## src/rtl/websocket_frame_parser_unit_defines.svh

```systemverilog
// ----------------------------------------------------------------------------
// websocket frame parser assertion macros
// shared assertion helpers, empty when SYNTH is defined
// ----------------------------------------------------------------------------
`ifndef WEBSOCKET_FRAME_PARSER_UNIT_DEFINES_SVH
`define WEBSOCKET_FRAME_PARSER_UNIT_DEFINES_SVH

`ifndef SYNTH

// property holds at every clock edge out of reset
`define WFP_ASSERT(label, clk, rst_n, prop, msg) \
  label: assert property (@(posedge clk) disable iff (!rst_n) (prop)) else $error(msg);

// expression never true at a clock edge out of reset
`define WFP_ASSERT_NEVER(label, clk, rst_n, expr, msg) \
  label: assert property (@(posedge clk) disable iff (!rst_n) !(expr)) else $error(msg);

`else

`define WFP_ASSERT(label, clk, rst_n, prop, msg)
`define WFP_ASSERT_NEVER(label, clk, rst_n, expr, msg)

`endif

`endif

```

## src/rtl/wfp_pkg.sv

```systemverilog
`timescale 1ns / 1ps
// ----------------------------------------------------------------------------
// wfp_pkg
// types and constants shared by the websocket frame parser modules
// ----------------------------------------------------------------------------
package wfp_pkg;

  // queue depth between header parser and result stage
  localparam int unsigned QUEUE_DEPTH = 4;

  // opcodes that the parser knows
  localparam logic [3:0] OPC_TEXT   = 4'h1;
  localparam logic [3:0] OPC_BINARY = 4'h2;
  localparam logic [3:0] OPC_CLOSE  = 4'h8;

  // 7-bit length codes for the extended forms
  localparam logic [6:0] LEN_EXT16 = 7'd126;
  localparam logic [6:0] LEN_EXT64 = 7'd127;

  // header byte counts (bytes to come minus one)
  localparam logic [2:0] HCNT_EXT16 = 3'd1;
  localparam logic [2:0] HCNT_EXT64 = 3'd7;
  localparam logic [2:0] HCNT_KEY   = 3'd3;

  // result item kinds
  localparam logic ITEM_PAYLOAD = 1'b0;
  localparam logic ITEM_STATUS  = 1'b1;

  typedef enum logic [2:0] {
    PH_BYTE0   = 3'd0,
    PH_BYTE1   = 3'd1,
    PH_EXTLEN  = 3'd2,
    PH_KEY     = 3'd3,
    PH_PAYLOAD = 3'd4,
    PH_DONE    = 3'd5,
    PH_CLOSE   = 3'd6,
    PH_UNSUP   = 3'd7
  } phase_t;

  typedef enum logic [1:0] {
    ST_OK    = 2'd0,
    ST_CLOSE = 2'd1,
    ST_UNSUP = 2'd2,
    ST_TRUNC = 2'd3
  } status_t;

  typedef struct packed {
    logic [7:0] data_byte;
    logic       end_of_buffer;
  } in_item_t;

  typedef struct packed {
    logic        item_kind;
    logic [7:0]  payload_byte;
    logic [1:0]  frame_status;
    logic [3:0]  frame_opcode;
    logic [63:0] payload_length;
    logic        last_item;
  } out_item_t;

  // one classified input byte: a payload item, a status item or both
  typedef struct packed {
    logic        has_payload;
    logic [7:0]  payload_byte;
    logic        has_status;
    status_t     status;
    logic [3:0]  opcode;
    logic [63:0] length;
  } entry_t;

  // queue occupancy flags
  typedef struct packed {
    logic full;
    logic empty;
  } q_flags_t;

endpackage

```

## src/rtl/wfp_front.sv

```systemverilog
`timescale 1ns / 1ps
// ----------------------------------------------------------------------------
// wfp_front
// header parser: takes one byte a cycle when not stalled, tracks the frame
// phase, unmasks payload bytes and classifies each byte into a queue entry
// ----------------------------------------------------------------------------
`include "websocket_frame_parser_unit_defines.svh"

module wfp_front (
  input  logic              clk,
  input  logic              rst_n,
  input  logic              in_valid,
  output logic              in_stall,
  input  wfp_pkg::in_item_t in_data,
  input  wfp_pkg::q_flags_t q_flags,
  output logic              push,
  output wfp_pkg::entry_t   push_entry
);

  wfp_pkg::phase_t phase_r, phase_nxt;
  logic [3:0]      opc_r, opc_nxt;
  logic            mask_r, mask_nxt;
  logic [63:0]     len_r, len_nxt;
  logic [2:0]      hcnt_r, hcnt_nxt;
  logic [31:0]     key_r, key_nxt;
  logic [63:0]     remain_r, remain_nxt;
  logic [1:0]      idx_r, idx_nxt;

  logic            accept;
  logic [7:0]      b;
  logic [7:0]      key_byte;
  logic            has_pay;
  logic [7:0]      pay_byte;
  wfp_pkg::status_t status;
  logic [63:0]     shown_len;

  assign in_stall = q_flags.full;
  assign accept   = in_valid && !q_flags.full;
  assign b        = in_data.data_byte;

  // key byte for the current payload position, first key byte first
  always_comb begin
    case (idx_r)
      2'd0:    key_byte = key_r[31:24];
      2'd1:    key_byte = key_r[23:16];
      2'd2:    key_byte = key_r[15:8];
      default: key_byte = key_r[7:0];
    endcase
  end

  // phase register and parse state
  always_ff @(posedge clk) begin
    if (!rst_n) begin
      phase_r  <= wfp_pkg::PH_BYTE0;
      opc_r    <= '0;
      mask_r   <= 1'b0;
      len_r    <= '0;
      hcnt_r   <= '0;
      key_r    <= '0;
      remain_r <= '0;
      idx_r    <= '0;
    end else if (accept) begin
      phase_r  <= phase_nxt;
      opc_r    <= opc_nxt;
      mask_r   <= mask_nxt;
      len_r    <= len_nxt;
      hcnt_r   <= hcnt_nxt;
      key_r    <= key_nxt;
      remain_r <= remain_nxt;
      idx_r    <= idx_nxt;
    end
  end

  // next phase, classification of the current byte
  always_comb begin
    phase_nxt  = phase_r;
    opc_nxt    = opc_r;
    mask_nxt   = mask_r;
    len_nxt    = len_r;
    hcnt_nxt   = hcnt_r;
    key_nxt    = key_r;
    remain_nxt = remain_r;
    idx_nxt    = idx_r;
    has_pay    = 1'b0;
    pay_byte   = b ^ (mask_r ? key_byte : 8'h00);

    unique case (phase_r)
      wfp_pkg::PH_BYTE0: begin
        opc_nxt   = b[3:0];
        phase_nxt = wfp_pkg::PH_BYTE1;
      end
      wfp_pkg::PH_BYTE1: begin
        if (opc_r == wfp_pkg::OPC_CLOSE) begin
          phase_nxt = wfp_pkg::PH_CLOSE;
        end else if (opc_r != wfp_pkg::OPC_TEXT && opc_r != wfp_pkg::OPC_BINARY) begin
          phase_nxt = wfp_pkg::PH_UNSUP;
        end else begin
          mask_nxt = b[7];
          len_nxt  = '0;
          if (b[6:0] == wfp_pkg::LEN_EXT16) begin
            phase_nxt = wfp_pkg::PH_EXTLEN;
            hcnt_nxt  = wfp_pkg::HCNT_EXT16;
          end else if (b[6:0] == wfp_pkg::LEN_EXT64) begin
            phase_nxt = wfp_pkg::PH_EXTLEN;
            hcnt_nxt  = wfp_pkg::HCNT_EXT64;
          end else begin
            len_nxt    = {57'd0, b[6:0]};
            remain_nxt = len_nxt;
            if (b[7]) begin
              phase_nxt = wfp_pkg::PH_KEY;
              hcnt_nxt  = wfp_pkg::HCNT_KEY;
            end else begin
              phase_nxt = (len_nxt == 64'd0) ? wfp_pkg::PH_DONE : wfp_pkg::PH_PAYLOAD;
            end
          end
        end
      end
      wfp_pkg::PH_EXTLEN: begin
        // big-endian length, one byte a cycle while not stalled
        len_nxt = {len_r[55:0], b};
        if (hcnt_r == 3'd0) begin
          remain_nxt = len_nxt;
          if (mask_r) begin
            phase_nxt = wfp_pkg::PH_KEY;
            hcnt_nxt  = wfp_pkg::HCNT_KEY;
          end else begin
            phase_nxt = (len_nxt == 64'd0) ? wfp_pkg::PH_DONE : wfp_pkg::PH_PAYLOAD;
          end
        end else begin
          hcnt_nxt = hcnt_r - 3'd1;
        end
      end
      wfp_pkg::PH_KEY: begin
        key_nxt = {key_r[23:0], b};
        if (hcnt_r == 3'd0) begin
          phase_nxt = (len_r == 64'd0) ? wfp_pkg::PH_DONE : wfp_pkg::PH_PAYLOAD;
        end else begin
          hcnt_nxt = hcnt_r - 3'd1;
        end
      end
      wfp_pkg::PH_PAYLOAD: begin
        // count down the bytes still owed
        has_pay    = 1'b1;
        idx_nxt    = idx_r + 2'd1;
        remain_nxt = remain_r - 64'd1;
        if (remain_r == 64'd1) begin
          phase_nxt = wfp_pkg::PH_DONE;
        end
      end
      wfp_pkg::PH_DONE,
      wfp_pkg::PH_CLOSE,
      wfp_pkg::PH_UNSUP: begin
        // trailing bytes ignored
      end
      default: begin
      end
    endcase

    // status as seen after this byte
    unique case (phase_nxt)
      wfp_pkg::PH_DONE:  status = wfp_pkg::ST_OK;
      wfp_pkg::PH_CLOSE: status = wfp_pkg::ST_CLOSE;
      wfp_pkg::PH_UNSUP: status = wfp_pkg::ST_UNSUP;
      default:           status = wfp_pkg::ST_TRUNC;
    endcase

    if (phase_nxt == wfp_pkg::PH_KEY || phase_nxt == wfp_pkg::PH_PAYLOAD ||
        phase_nxt == wfp_pkg::PH_DONE) begin
      shown_len = len_nxt;
    end else begin
      shown_len = 64'd0;
    end

    // entry for the queue
    push_entry.has_payload  = has_pay;
    push_entry.payload_byte = pay_byte;
    push_entry.has_status   = in_data.end_of_buffer;
    push_entry.status       = status;
    push_entry.opcode       = opc_nxt;
    push_entry.length       = shown_len;

    // end of buffer returns the parser to its reset state
    if (in_data.end_of_buffer) begin
      phase_nxt  = wfp_pkg::PH_BYTE0;
      opc_nxt    = '0;
      mask_nxt   = 1'b0;
      len_nxt    = '0;
      hcnt_nxt   = '0;
      key_nxt    = '0;
      remain_nxt = '0;
      idx_nxt    = '0;
    end
  end

  assign push = accept && (has_pay || in_data.end_of_buffer);

  `WFP_ASSERT(a_eob_restarts, clk, rst_n, accept && in_data.end_of_buffer |=> phase_r == wfp_pkg::PH_BYTE0, "parser did not restart after end of buffer")
  `WFP_ASSERT(a_payload_owed, clk, rst_n, phase_r == wfp_pkg::PH_PAYLOAD |-> remain_r != 64'd0, "payload phase with no bytes owed")
  `WFP_ASSERT_NEVER(a_no_push_full, clk, rst_n, push && q_flags.full, "push into a full queue")

endmodule

```

## src/rtl/wfp_queue.sv

```systemverilog
`timescale 1ns / 1ps
// ----------------------------------------------------------------------------
// wfp_queue
// short first-in first-out queue of classified items between parser and
// result stage
// ----------------------------------------------------------------------------
`include "websocket_frame_parser_unit_defines.svh"

module wfp_queue #(
  parameter int unsigned DEPTH = wfp_pkg::QUEUE_DEPTH
) (
  input  logic              clk,
  input  logic              rst_n,
  input  logic              push,
  input  wfp_pkg::entry_t   push_entry,
  input  logic              pop,
  output wfp_pkg::entry_t   head_entry,
  output wfp_pkg::q_flags_t q_flags
);

  localparam int unsigned PTR_W = (DEPTH > 1) ? $clog2(DEPTH) : 1;
  localparam int unsigned CNT_W = $clog2(DEPTH + 1);
  localparam logic [PTR_W-1:0] LAST_PTR = PTR_W'(DEPTH - 1);
  localparam logic [CNT_W-1:0] FULL_CNT = CNT_W'(DEPTH);

  wfp_pkg::entry_t  mem [DEPTH];
  logic [PTR_W-1:0] wr_ptr_r, wr_ptr_nxt;
  logic [PTR_W-1:0] rd_ptr_r, rd_ptr_nxt;
  logic [CNT_W-1:0] count_r, count_nxt;

  // storage write
  always_ff @(posedge clk) begin
    if (push) begin
      mem[wr_ptr_r] <= push_entry;
    end
  end

  // pointers and fill count
  always_comb begin
    wr_ptr_nxt = wr_ptr_r;
    rd_ptr_nxt = rd_ptr_r;
    count_nxt  = count_r;
    if (push) begin
      wr_ptr_nxt = (wr_ptr_r == LAST_PTR) ? '0 : wr_ptr_r + PTR_W'(1);
    end
    if (pop) begin
      rd_ptr_nxt = (rd_ptr_r == LAST_PTR) ? '0 : rd_ptr_r + PTR_W'(1);
    end
    if (push && !pop) begin
      count_nxt = count_r + CNT_W'(1);
    end else if (pop && !push) begin
      count_nxt = count_r - CNT_W'(1);
    end
  end

  always_ff @(posedge clk) begin
    if (!rst_n) begin
      wr_ptr_r <= '0;
      rd_ptr_r <= '0;
      count_r  <= '0;
    end else begin
      wr_ptr_r <= wr_ptr_nxt;
      rd_ptr_r <= rd_ptr_nxt;
      count_r  <= count_nxt;
    end
  end

  assign head_entry    = mem[rd_ptr_r];
  assign q_flags.full  = (count_r == FULL_CNT);
  assign q_flags.empty = (count_r == '0);

  `WFP_ASSERT_NEVER(a_no_underflow, clk, rst_n, pop && q_flags.empty, "pop from an empty queue")
  `WFP_ASSERT(a_count_bound, clk, rst_n, count_r <= FULL_CNT, "queue count beyond depth")
  `WFP_ASSERT(a_push_fills, clk, rst_n, push && !pop |=> !q_flags.empty, "queue empty after a push")

endmodule

```

## src/rtl/wfp_back.sv

```systemverilog
`timescale 1ns / 1ps
// ----------------------------------------------------------------------------
// wfp_back
// result stage: turns queue entries into payload and status items and holds
// them in the output register until taken
// ----------------------------------------------------------------------------
`include "websocket_frame_parser_unit_defines.svh"

module wfp_back (
  input  logic               clk,
  input  logic               rst_n,
  input  wfp_pkg::entry_t    head_entry,
  input  wfp_pkg::q_flags_t  q_flags,
  output logic               pop,
  output logic               out_valid,
  input  logic               out_stall,
  output wfp_pkg::out_item_t out_data
);

  logic               out_valid_r, out_valid_nxt;
  wfp_pkg::out_item_t out_data_r, out_data_nxt;
  logic               sent_pay_r, sent_pay_nxt;
  logic               load;
  logic               take_pay;

  assign load     = !out_valid_r || !out_stall;
  assign take_pay = head_entry.has_payload && !sent_pay_r;

  // pick the next item from the head entry
  always_comb begin
    out_valid_nxt = out_valid_r;
    out_data_nxt  = out_data_r;
    sent_pay_nxt  = sent_pay_r;
    pop           = 1'b0;
    if (load) begin
      out_valid_nxt = !q_flags.empty;
      if (!q_flags.empty) begin
        out_data_nxt.frame_opcode   = head_entry.opcode;
        out_data_nxt.payload_length = head_entry.length;
        if (take_pay) begin
          out_data_nxt.item_kind    = wfp_pkg::ITEM_PAYLOAD;
          out_data_nxt.payload_byte = head_entry.payload_byte;
          out_data_nxt.frame_status = wfp_pkg::ST_OK;
          out_data_nxt.last_item    = 1'b0;
        end else begin
          out_data_nxt.item_kind    = wfp_pkg::ITEM_STATUS;
          out_data_nxt.payload_byte = 8'h00;
          out_data_nxt.frame_status = head_entry.status;
          out_data_nxt.last_item    = 1'b1;
        end
        // entry done once its last item is out
        if (take_pay && head_entry.has_status) begin
          sent_pay_nxt = 1'b1;
        end else begin
          sent_pay_nxt = 1'b0;
          pop          = 1'b1;
        end
      end
    end
  end

  always_ff @(posedge clk) begin
    if (!rst_n) begin
      out_valid_r <= 1'b0;
      sent_pay_r  <= 1'b0;
    end else begin
      out_valid_r <= out_valid_nxt;
      sent_pay_r  <= sent_pay_nxt;
    end
  end

  always_ff @(posedge clk) begin
    out_data_r <= out_data_nxt;
  end

  assign out_valid = out_valid_r;
  assign out_data  = out_data_r;

  `WFP_ASSERT(a_split_entry, clk, rst_n, sent_pay_r |-> !q_flags.empty && head_entry.has_status, "half-sent entry lost its status")
  `WFP_ASSERT(a_status_after_pay, clk, rst_n, load && sent_pay_r |=> out_valid_r && out_data_r.item_kind == wfp_pkg::ITEM_STATUS, "status item did not follow its payload item")
  `WFP_ASSERT(a_hold_while_stalled, clk, rst_n, out_valid_r && out_stall |=> out_valid_r && $stable(out_data_r), "stalled result item changed")

endmodule

```

## src/rtl/websocket_frame_parser_unit.sv

```systemverilog
`timescale 1ns / 1ps
// ----------------------------------------------------------------------------
// websocket_frame_parser_unit
// byte-stream websocket frame header parser with payload unmasking
// ----------------------------------------------------------------------------
// Takes one byte of a received buffer per clock, the last byte marked with
// end_of_buffer, and gives the unmasked payload bytes followed by one status
// item per buffer (ok, close, unsupported opcode or truncated). A byte is
// taken every cycle while the internal queue has room; a result item passes
// through the queue storage and then the output register. The final byte of
// a buffer that still carries payload yields a payload item and a status item,
// and its entry leaves the queue (QUEUE_DEPTH entries) once both are out. On a
// truncated status the consumer discards the payload bytes of that buffer.
// ----------------------------------------------------------------------------
module websocket_frame_parser_unit #(
  parameter int unsigned QUEUE_DEPTH = wfp_pkg::QUEUE_DEPTH
) (
  input  logic               clk,
  input  logic               rst_n,
  input  logic               in_valid,
  output logic               in_stall,
  input  wfp_pkg::in_item_t  in_data,
  output logic               out_valid,
  input  logic               out_stall,
  output wfp_pkg::out_item_t out_data
);

  logic              push;
  logic              pop;
  wfp_pkg::entry_t   push_entry;
  wfp_pkg::entry_t   head_entry;
  wfp_pkg::q_flags_t q_flags;

  // header parser and classifier
  wfp_front u_front (
    .clk        (clk),
    .rst_n      (rst_n),
    .in_valid   (in_valid),
    .in_stall   (in_stall),
    .in_data    (in_data),
    .q_flags    (q_flags),
    .push       (push),
    .push_entry (push_entry)
  );

  // decoupling queue
  wfp_queue #(
    .DEPTH (QUEUE_DEPTH)
  ) u_queue (
    .clk        (clk),
    .rst_n      (rst_n),
    .push       (push),
    .push_entry (push_entry),
    .pop        (pop),
    .head_entry (head_entry),
    .q_flags    (q_flags)
  );

  // result stage
  wfp_back u_back (
    .clk        (clk),
    .rst_n      (rst_n),
    .head_entry (head_entry),
    .q_flags    (q_flags),
    .pop        (pop),
    .out_valid  (out_valid),
    .out_stall  (out_stall),
    .out_data   (out_data)
  );

endmodule
```

## config.mk

```make
export PLATFORM = sky130hd
export DESIGN_NAME = websocket_frame_parser_unit
export DESIGN_NICKNAME = d
export VERILOG_FILES = /design/src/rtl/wfp_pkg.sv /design/src/rtl/wfp_front.sv /design/src/rtl/wfp_queue.sv /design/src/rtl/wfp_back.sv /design/src/rtl/websocket_frame_parser_unit.sv
export VERILOG_INCLUDE_DIRS = /design/src /design/src/rtl
export SDC_FILE = /design/constraint.sdc
export NUM_CORES = 1
export LEC_CHECK = 0
export CORE_MARGIN = 4
export CORE_UTILIZATION = 30
export CTS_CLUSTER_SIZE = 14
export DETAILED_ROUTE_END_ITERATION = 12
export DONT_BUFFER_PORTS = 1
export MAX_ROUTING_LAYER = met4
export PLACE_DENSITY = 0.53
export SLEW_MARGIN = 20
export SYNTH_ARGS = -nofsm -noshare
export SYNTH_HDL_FRONTEND = slang
export SYNTH_HIERARCHICAL = 1
export SYNTH_SLANG_ARGS = --single-unit
```

## constraint.sdc

```tcl
create_clock -name clk -period 5.86 [get_ports clk]
set_clock_uncertainty 0.15 [all_clocks]
set_input_delay 0.293 -clock clk [delete_from_list [all_inputs] [get_ports clk]]
set_output_delay 0.293 -clock clk [all_outputs]
set_load 0.1 [all_outputs]
```

* Word-level counts from Yosys, hierarchy flattened *
Memory sizes are Yosys's and may differ from the RTL's. A register that Yosys moved wholly into a read port is not among the register bits.
Cells that the tools add are included.

cells by class
  add/sub/neg operators = 7
  bitwise operators = 2
  multiplexer cells = 66
  equal/unequal tests = 30
  reduce and logical (&&, ||, !) cells = 37

operators by type and width
  operator               count
  $mux 64                11
  $pmux 64 s3            1
  $logic_not 64->1       2
  $pmux 64 s2            1
  $eq 64x1->1 const B    1
  $mux 32                2
  $sub 64x1->64 const B  1
  $mux 3                 21
  $pmux 8 s3             1
  $eq 3x3->1 const B     6
  $mux 1                 15
  $ne 3x3->1 const B     5
  $pmux 3 s5             1
  $eq 7x7->1 const B     2
  $reduce_and 7->1       2
  $mux 2                 6
  $mux 11                1
  $eq 3x2->1 const B     3
  $logic_not 3->1        3
  $pmux 3 s3             1
  $mux 4                 2
  $mux 8                 1
  $reduce_bool 2->1      4
  $reduce_bool 4->1      2
  24 further kinds       47

word-level totals
  memories = 1
  input port bits = 13
  RAM bits = 320
  register bits = 262
  output and inout port bits = 82
  word-level logic and storage cells = 162

memories
  memory       depth  width  rd ports  clocked after Yosys merged registers in  write ports  RTL line         source
  u_queue.mem  4      80     1         1                                        1            wfp_queue.sv:26  wfp_pkg::entry_t mem [DEPTH];

* Logic depth before layout (Yosys ltp) *
Gate-level depths: netlist of the first run.

  depth after elaboration = 12
  mapped depth = 13

* Modules after synthesis *
Netlist of the first run, hierarchy kept.

by module, submodules not included
  module     cells an instance  area each (µm²)  sequential area each (µm²)  instances
  wfp_queue  462                12084.1          9789.4                      1
  wfp_front  1232               9963.3           3463.3                      1
  wfp_back   102                2566.2           2412.3                      1

* Least setup slack after synthesis of the first run *
No wires, ideal clock.

  path kind = register to register
  start = register u_back.out_valid_r (netlist: u_back/out_valid)
  end = register u_queue.count_r[2]
  buffers on the path = 0
  stages on the path, launching flop included = 10
  data required time = 5634 ps
  setup slack = 1011 ps
  arrival = 4623 ps
  clock period less this slack = 4849 ps
  cells stage by stage = dfxtp_1 -> a21oi_2 -> a21boi_2 -> inv_1 -> ha_1 -> inv_1 -> fa_1 -> xor2_1 -> or3_1 -> a21boi_0

between the ends
  word-level cells in the longest chain between the ends = 6
  elaborated cells on any way between the ends = 8
  classes of those cells = mux (2); reduce/logical (6)

RTL lines
  item                                                RTL line                           source
  start: declaration                                  wfp_back.sv:20                     logic out_valid_r, out_valid_nxt;
  start signal: assignment                            wfp_back.sv:67                     out_valid_r <= out_valid_nxt;
  $logic_not 1->1 (*)                                 wfp_back.sv:26                     assign load = !out_valid_r || !out_stall;
  $logic_or 1x1->1 (*)                                wfp_back.sv:26
  $mux 1 (*)                                          wfp_back.sv:35                     if (load) begin
  via pop                                             websocket_frame_parser_unit.sv:29  logic pop;
  $logic_not 1->1                                     wfp_queue.sv:49                    if (push && !pop) begin
  $logic_and 1x1->1                                   wfp_queue.sv:49
  $mux 3 / $reduce_bool 2->1 (equally long branches)  n/a
  end signal: assignment                              wfp_queue.sv:64                    count_r <= count_nxt;
  end: declaration                                    wfp_queue.sv:29                    logic [CNT_W-1:0] count_r, count_nxt;

Mark *: on every way through the listed nets, which the timed path passes. The rest lies on a longest branch.
A chain may end at the register's enable or synchronous reset.

==> qor.csv, run 1 <==
stage,metric,value,unit
flow_run,max cap viols,0,
sta,fin crit share,65.1,%
clocking,"CTS clk-pin slew, worst paths",0.06,ns
detailed_routing,vias,15600,
sta,max-slew violations,0,
critical_path,R2R cell count,9,
floorplan,IO Count,95,
power,combinational fraction of design power,12.5,%
sta,total negative setup slack,0,ns
critical_path,"Buf+Inv Stages, Crit Path",4,
min_path,worst hold endpoint,u_front/key_r[24],
min_path,Hold Crit Class,input port to register,
critical_path,Critical-path top delay cell,dfxtp_1,
clocking,cts bufs inserted,57,
critical_path,"delay-heaviest family, CP",buffers and inverters,
critical_path,r2r setup slk,2.04,ns
power,LEAKAGE,8.63,nW
floorplan,initial core utilization,30.4,%
floorplan,Die Span Y,294,um
synthesis,Yosys warning count,6,
floorplan,die extent in x,294,um
detailed_routing,final wirelength,64700,um
synthesis,top_reg_cell synth,edfxtp_1,
power,sequential group share of total power,58.9,%
layout,most frequent cells in the layout,"edfxtp_1 (399), dfxtp_1 (182), nor2_1 (152)",
sta,max_slew headroom,30.0,%
layout,# fillers,7891,
power,internal power,0.00756,W
synthesis,"Net Count, Synth",1824,
synthesis,sequential fraction of the synthesis area,63.6,%
synthesis,Mapped Area,0.0246,mm2
synthesis,post-synth cell types,92,
detailed_routing,post-route antenna net violation count,0,
floorplan,row count,104,
sta,fmax,0.262,GHz
clocking,H-tree levels,2,
critical_path,Critical Path Max Stage Delay,0.67,ns
sta,fin worst setup slack,2.04,ns
sta,count of final setup violators,0,
clocking,CTS tree,done,
detailed_routing,DR pass1 iterations,8,
floorplan,die footprint,0.0867,mm2
grt,global-route wire length before repair,98300,um
critical_path,cell mode on critical path,inv_1,
synthesis,#FFs+latches synth,583,
place,Post-DP HPWL,40000,um
critical_path,Setup crit end kind,register,
grt,vias in the first global route,15300,
power,sw frac,39.6,%
power,Pwr Density,455,mW/mm2
synthesis,Cells after Synth,1796,
critical_path,Critical Path AT,4.17,ns
synthesis,Avg Inst Size Synth,13.7,um2
critical_path,Required @ worst endpoint,6.21,ns
sta,final hold slack,0.0392,ns
place,Post-DP Area,0.0255,mm2
clocking,Root Driver,clkbuf_16,
critical_path,R2R Path End,u_queue/count_r[0],
power,sw power,0.00495,W
critical_path,Worst Path Max Fanout,27,
critical_path,worst r2r src,u_front/phase_r[1],
layout,share of cells above drive strength 1,15.9,%
synthesis,asr flop ratio synth,0,%
floorplan,Core ar.,0.0809,mm2
grt,initial antenna violation count,1,
grt,pin count of the biggest net entering global routing,85,
sta,worst slew pin tran,1.05,ns
clocking,"Clk Latency, worst-skew pair",0.62,ns
status,outcome,"finished, final reports clean",
clocking,CTS Buffer Depth,3,
detailed_routing,DR iter-0 viols,1597,
synthesis,Post-synth EDFFs,399,
critical_path,crit path launch type,register,
critical_path,crit-path cells,or3b_1 > buf_4 > inv_1 > o21ai_0 > inv_1 > ha_1 > xnor2_1 > and2_1 > dlygate4sd3_1,
place,Placer Congestion,0.858,
place,DP Worst Slack,2.06,ns
min_path,HP Start,in_data[0],
power,Clock power frac,28.5,%
detailed_routing,Via-to-Cell Ratio,5.44,
grt,GRT Util Overall,15.1,%
critical_path,critical path class,register to register,
sta,unrepaired setup endpoints after global routing,no,
min_path,Hold Crit Depth,3,
sta,minimum clock period,3.82,ns
place,IO Port Bufs,0,
layout,Finished Cell Area,0.0275,mm2
grt,GR Overflow Total,0,
clocking,count of clock tree sinks,583,
sta,final count of hold timing violations,0,
layout,Area Overhead vs Synth,11.6,%
detailed_routing,Avg WL per Cell,22.5,um
layout,nets,1788,
power,peak supply drop,0.224,mV
detailed_routing,post-route DRC violation count,0,
layout,"most common cell after layout, fill and taps aside",edfxtp_1,
==> through the flow <==
stage                     instances  power (W)  utilization [%]
after floorplan                1796    0.00859                -
after global placement         2748    0.00903             31.5
after detailed placement       2748    0.00905             31.5
after CTS                      2868     0.0127             33.9
after global routing           2869     0.0130             33.9
final                          2869     0.0125             33.9
==> cells by family after synthesis <==
| kind of cell | Yosys count | synth area share (%) |
|---|---|---|
| DFF | 583 | 63.6 |
| and+or+nand+nor | 457 | 9.56 |
| AOI/OAI and AO/OA | 472 | 13.9 |
| muxes | 91 | 7.79 |
| buffers and inverters | 158 | 3.59 |
| xor gates and xnor gates | 20 | 0.712 |
| adders and majority gates | 15 | 0.793 |
==> tightest hold or removal path, stage by stage <==
cell and delay (ns):
o21ai_4 0.19, a22oi_1 0.21, nor2_1 0.05
==> sequential cells by signal, indices dropped and copies added (netlist names), 3 cells and up, named ones only <==
name	flops
u_back/out_data	79
u_front/hcnt_r	3
u_front/key_r	32
u_front/len_r	64
u_front/opc_r	4
u_front/phase_r	3
u_front/remain_r	64
u_queue/count_r	3
u_queue/mem	320
==> cells in the mapped netlist, drive strengths merged (8+ instances only) <==
cell	count	area [um2]
a2bb2oi	13	114
o211ai	13	97.6
nor3	43	220
o21ai	75	375
a21oi	114	687
mux4	80	1800
a32oi	53	464
nand3	17	90.1
or3	9	66.3
a31oi	8	50.1
dfxtp	184	3680
nand4	14	93.8
a222oi	8	80.1
edfxtp	399	12000
nor2	157	589
ha	14	175
inv	19	71.3
a22oi	119	943
and2	20	125
nand2b	12	77.6
nor4	38	325
xnor2	14	123
nand2	98	370
o31ai	10	88.8
clkbuf	90	368
nor2b	12	82.6
buf	48	437
==> per-layer routing <==
metal	vias up	GRT usage, %	wire length [um]	share of wire (%)
met2	550	24.3	31400	49
met1	7936	19.5	27600	43
li1	6996	-	-	-
met4	0	4.94	2030	3.1
met5	-	-	0	0
met3	117	2.39	3660	5.7
==> power groups by stage <==
stage	logic, W	registers [W]	clock network [W]
CTS	0.00160	0.00740	0.00367
global route	0.00169	0.00743	0.00385
finish	0.00156	0.00737	0.00357
global placement	0.00155	0.00748	0
detailed placement	0.00157	0.00748	0
floorplan	0.00127	0.00732	0
==> layout make-up <==
class / count / area, um2 / share of cell area, %
sequential: 583 / 15700 / 57.1
multi-input combinational: 1055 / 8150 / 29.7
timing repair buffer: 44 / 413 / 1.50
inverter: 19 / 72.6 / 0.264
clock buffer: 72 / 1540 / 5.62
clock inverter: 35 / 275 / 1.00
tap: 1060 / 1330 / 4.83
antenna: 1 / 2.50 / 0.00911
==> worst max path at each step <==
stage	from	endpoint	depth (start not counted)
final	u_front/phase_r[1]	u_queue/count_r[0]	9
after global routing	u_front/phase_r[1]	u_queue/mem[2][14]	8
after CTS	u_front/phase_r[2]	u_queue/mem[3][5]	7
after detailed placement	u_front/phase_r[2]	u_queue/mem[3][14]	7
after global placement	u_front/phase_r[2]	u_queue/mem[0][64]	7
after floorplan	u_back/out_valid	u_queue/count_r[2]	9
==> timing repair <==
action	CTS	global route
gates resized for setup	0	0
setup buffers	0	0
hold buffers	13	0
setup endpoints to repair	0	0
endpoints found under the hold margin	149	0
Note: power is estimated with default switching activity, not from simulation.
==> run 2: changes to the inputs <==
PLACE_DENSITY = 0.54   (was 0.53)
clock period = 3.1 ns   (was 5.86 ns; I/O delays follow)
==> run 2 against run 1 <==
Fmax increased by 27%; first-iteration DRC count decreased by 1.7%; routed wire length increased by 0.55%; non-clock buffer count increased by 93; total power increased by 93%; critical path type unchanged.
==> qor.csv, run 2 (synthesis gave the netlist of run 1 again) <==
stage,metric,value,unit,change
status,outcome,"finished, final reports clean",,
detailed_routing,post-route antenna net violation count,0,,unchanged
sta,fin worst setup slack,0.0938,ns,-1.95 ns
sta,fin crit share,97.0,%,+32 points
detailed_routing,post-route DRC violation count,0,,unchanged
detailed_routing,DR pass1 iterations,5,,-3
detailed_routing,Via-to-Cell Ratio,5.37,,-1.3%
place,IO Port Bufs,0,,unchanged
clocking,Post-CTS Setup Inserts,0,,unchanged
clocking,CTS tree,done,,
place,DP Worst Slack,-0.0263,ns,-2.09 ns
layout,# fillers,7777,,-1.4%
clocking,"CTS clk-pin slew, worst paths",0.06,ns,about the same
grt,global-route wire length before repair,100000,um,+1.9%
sta,final count of hold timing violations,0,,unchanged
min_path,Hold Crit Class,input port to register,,
sta,max_slew headroom,25.3,%,-4.7 points
sta,minimum clock period,3.01,ns,-0.812 ns
layout,most frequent cells in the layout,"edfxtp_1 (399), dfxtp_1 (181), nor2_1 (153)",,
floorplan,initial core utilization,30.4,%,unchanged
clocking,count of clock tree sinks,583,,unchanged
detailed_routing,Avg WL per Cell,22.0,um,-2.6%
power,sw power,0.00932,W,+88%
clocking,CTS Buffer Depth,3,,unchanged
detailed_routing,final wirelength,65000,um,+0.55%
critical_path,Setup crit end kind,register,,
flow_run,max cap viols,0,,unchanged
sta,worst slew pin tran,1.12,ns,+0.0671 ns
critical_path,Critical Path AT,3.41,ns,-0.76 ns
critical_path,Worst Path Max Fanout,4,,-85%
layout,Area Overhead vs Synth,15.7,%,
critical_path,crit-path cells,xnor2_1 > nand2b_1 > o31ai_1 > a2111oi_4 > buf_4 > o21a_1 > o21ai_0 > dlygate4sd3_1,,
layout,Top reg by flops,u_queue/mem,,
power,internal power,0.0148,W,+96%
power,Pwr Density,847,mW/mm2,+86%
grt,pin count of the biggest net entering global routing,136,,+60%
power,sw frac,38.6,%,-0.96 points
critical_path,crit path launch type,register,,
grt,initial antenna violation count,1,,unchanged
power,combinational fraction of design power,14.0,%,+1.5 points
detailed_routing,vias,15900,,+1.9%
floorplan,die footprint,0.0867,mm2,unchanged
sta,fmax,0.333,GHz,+27%
place,Post-Place Cells,2837,,+3.2%
grt,vias in the first global route,15900,,+3.6%
floorplan,row count,104,,unchanged
clocking,Root Driver,clkbuf_16,,
critical_path,Required @ worst endpoint,3.51,ns,-2.70 ns
power,Clock power frac,29.1,%,+0.6 points
power,Pwr Total,0.0241,W,+93%
sta,count of final setup violators,0,,unchanged
critical_path,Critical Path Max Stage Delay,0.77,ns,+0.10 ns
critical_path,Critical-path top delay cell,o31ai_1,,
detailed_routing,DR iter-0 viols,1570,,-1.7%
layout,post-layout util,35.2,%,+1.3 points
floorplan,die extent in x,294,um,unchanged
power,sequential group share of total power,56.9,%,-2.0 points
clocking,cts bufs inserted,57,,unchanged
critical_path,critical path class,register to register,,
floorplan,Die Span Y,294,um,unchanged
layout,"most common cell after layout, fill and taps aside",edfxtp_1,,
layout,nets,1881,,+5.2%
place,Placer Congestion,0.859,,about the same
power,LEAKAGE,9.23,nW,+6.9%
sta,max-slew violations,0,,unchanged
layout,"non-filler cells, final",2962,,+3.2%
grt,GR Overflow Total,0,,unchanged
place,Post-DP Area,0.0264,mm2,+3.4%
layout,Finished Cell Area,0.0285,mm2,+3.7%
clocking,"Clk Latency, worst-skew pair",0.62,ns,about the same
power,peak supply drop,0.528,mV,+140%
layout,max reg flops,320,,unchanged
grt,GRT Util Overall,15.2,%,+0.14 points
clocking,H-tree levels,2,,unchanged
floorplan,Core ar.,0.0809,mm2,unchanged
place,Post-DP HPWL,41800,um,+4.4%
floorplan,IO Count,95,,unchanged
layout,share of cells above drive strength 1,19.9,%,+4.0 points
[run 2: changes by cell type in the layout (fill, tap and decap cells not counted), moves of 4 or more]
cell | previous run | this run
clkinvlp_4 | 7 | 2
buf_4 | 29 | 100
buf_12 | 1 | 19
clkbuf_1 | 10 | 14
[run 2: metrics by stage]
stage	setup TNS [ns]	hold WS (ns)
final	0	0.0741
after global routing	-0.0272	0.0633
after CTS	0	0.00821
after detailed placement	-0.196	0.115
after global placement	0	0.116
after floorplan	-0.714	0.127
[run 2: critical path, delay by kind of cell (launching register included)]
family                    cells  cell delay [ns]
and+or+nand+nor               1             0.20
xor gates and xnor gates      1             0.13
buffers and inverters         2             0.79
DFF                           1             0.39
AOI/OAI and AO/OA             4             1.30
[run 2: layout make-up]
class                      count  area [um2]  area share [%]
clock inverter                28         307            1.08
sequential                   583       15700            55.0
clock buffer                  78        1600            5.61
timing repair buffer         137        1350            4.73
tap                         1060        1330            4.66
antenna                        2        5.00          0.0176
inverter                      19        72.6           0.255
multi-input combinational   1055        8160            28.6
[run 2: per-layer routing]
layer  track usage, %  routed length [um]
met5                -                   0
met3             2.03                2930
met2             25.5               32800
met4             4.20                1550
met1             19.4               27800
[run 2: path summary, 6_finish.rpt]
check                                          start                   end  slack, ns  depth (start not counted)
worst max-delay path                u_front/opc_r[0]     u_front/hcnt_r[2]       0.09                          8
worst min-delay path                      in_data[7]     u_front/hcnt_r[1]       0.07                          5
worst max register to register      u_front/opc_r[0]     u_front/hcnt_r[2]       0.09                          8
worst min register to register  u_front/remain_r[61]  u_front/remain_r[61]       0.33                          1
[run 2: power by group through the flow]
stage | combinational, W | sequential [W] | clock (W)
6_report | 0.00338 | 0.0137 | 0.00701
3_5_place_dp | 0.00338 | 0.0139 | 0
4_1_cts | 0.00346 | 0.0138 | 0.00723
3_3_place_gp | 0.00336 | 0.0139 | 0
5_1_grt | 0.00367 | 0.0138 | 0.00754
2_1_floorplan | 0.00241 | 0.0138 | 0
[run 2: timing repair]
item,CTS,global route
hold buffers,16,0
pin swaps,0,0
gates resized for setup,1,3
setup endpoints to repair,91,48
endpoints found under the hold margin,285,0
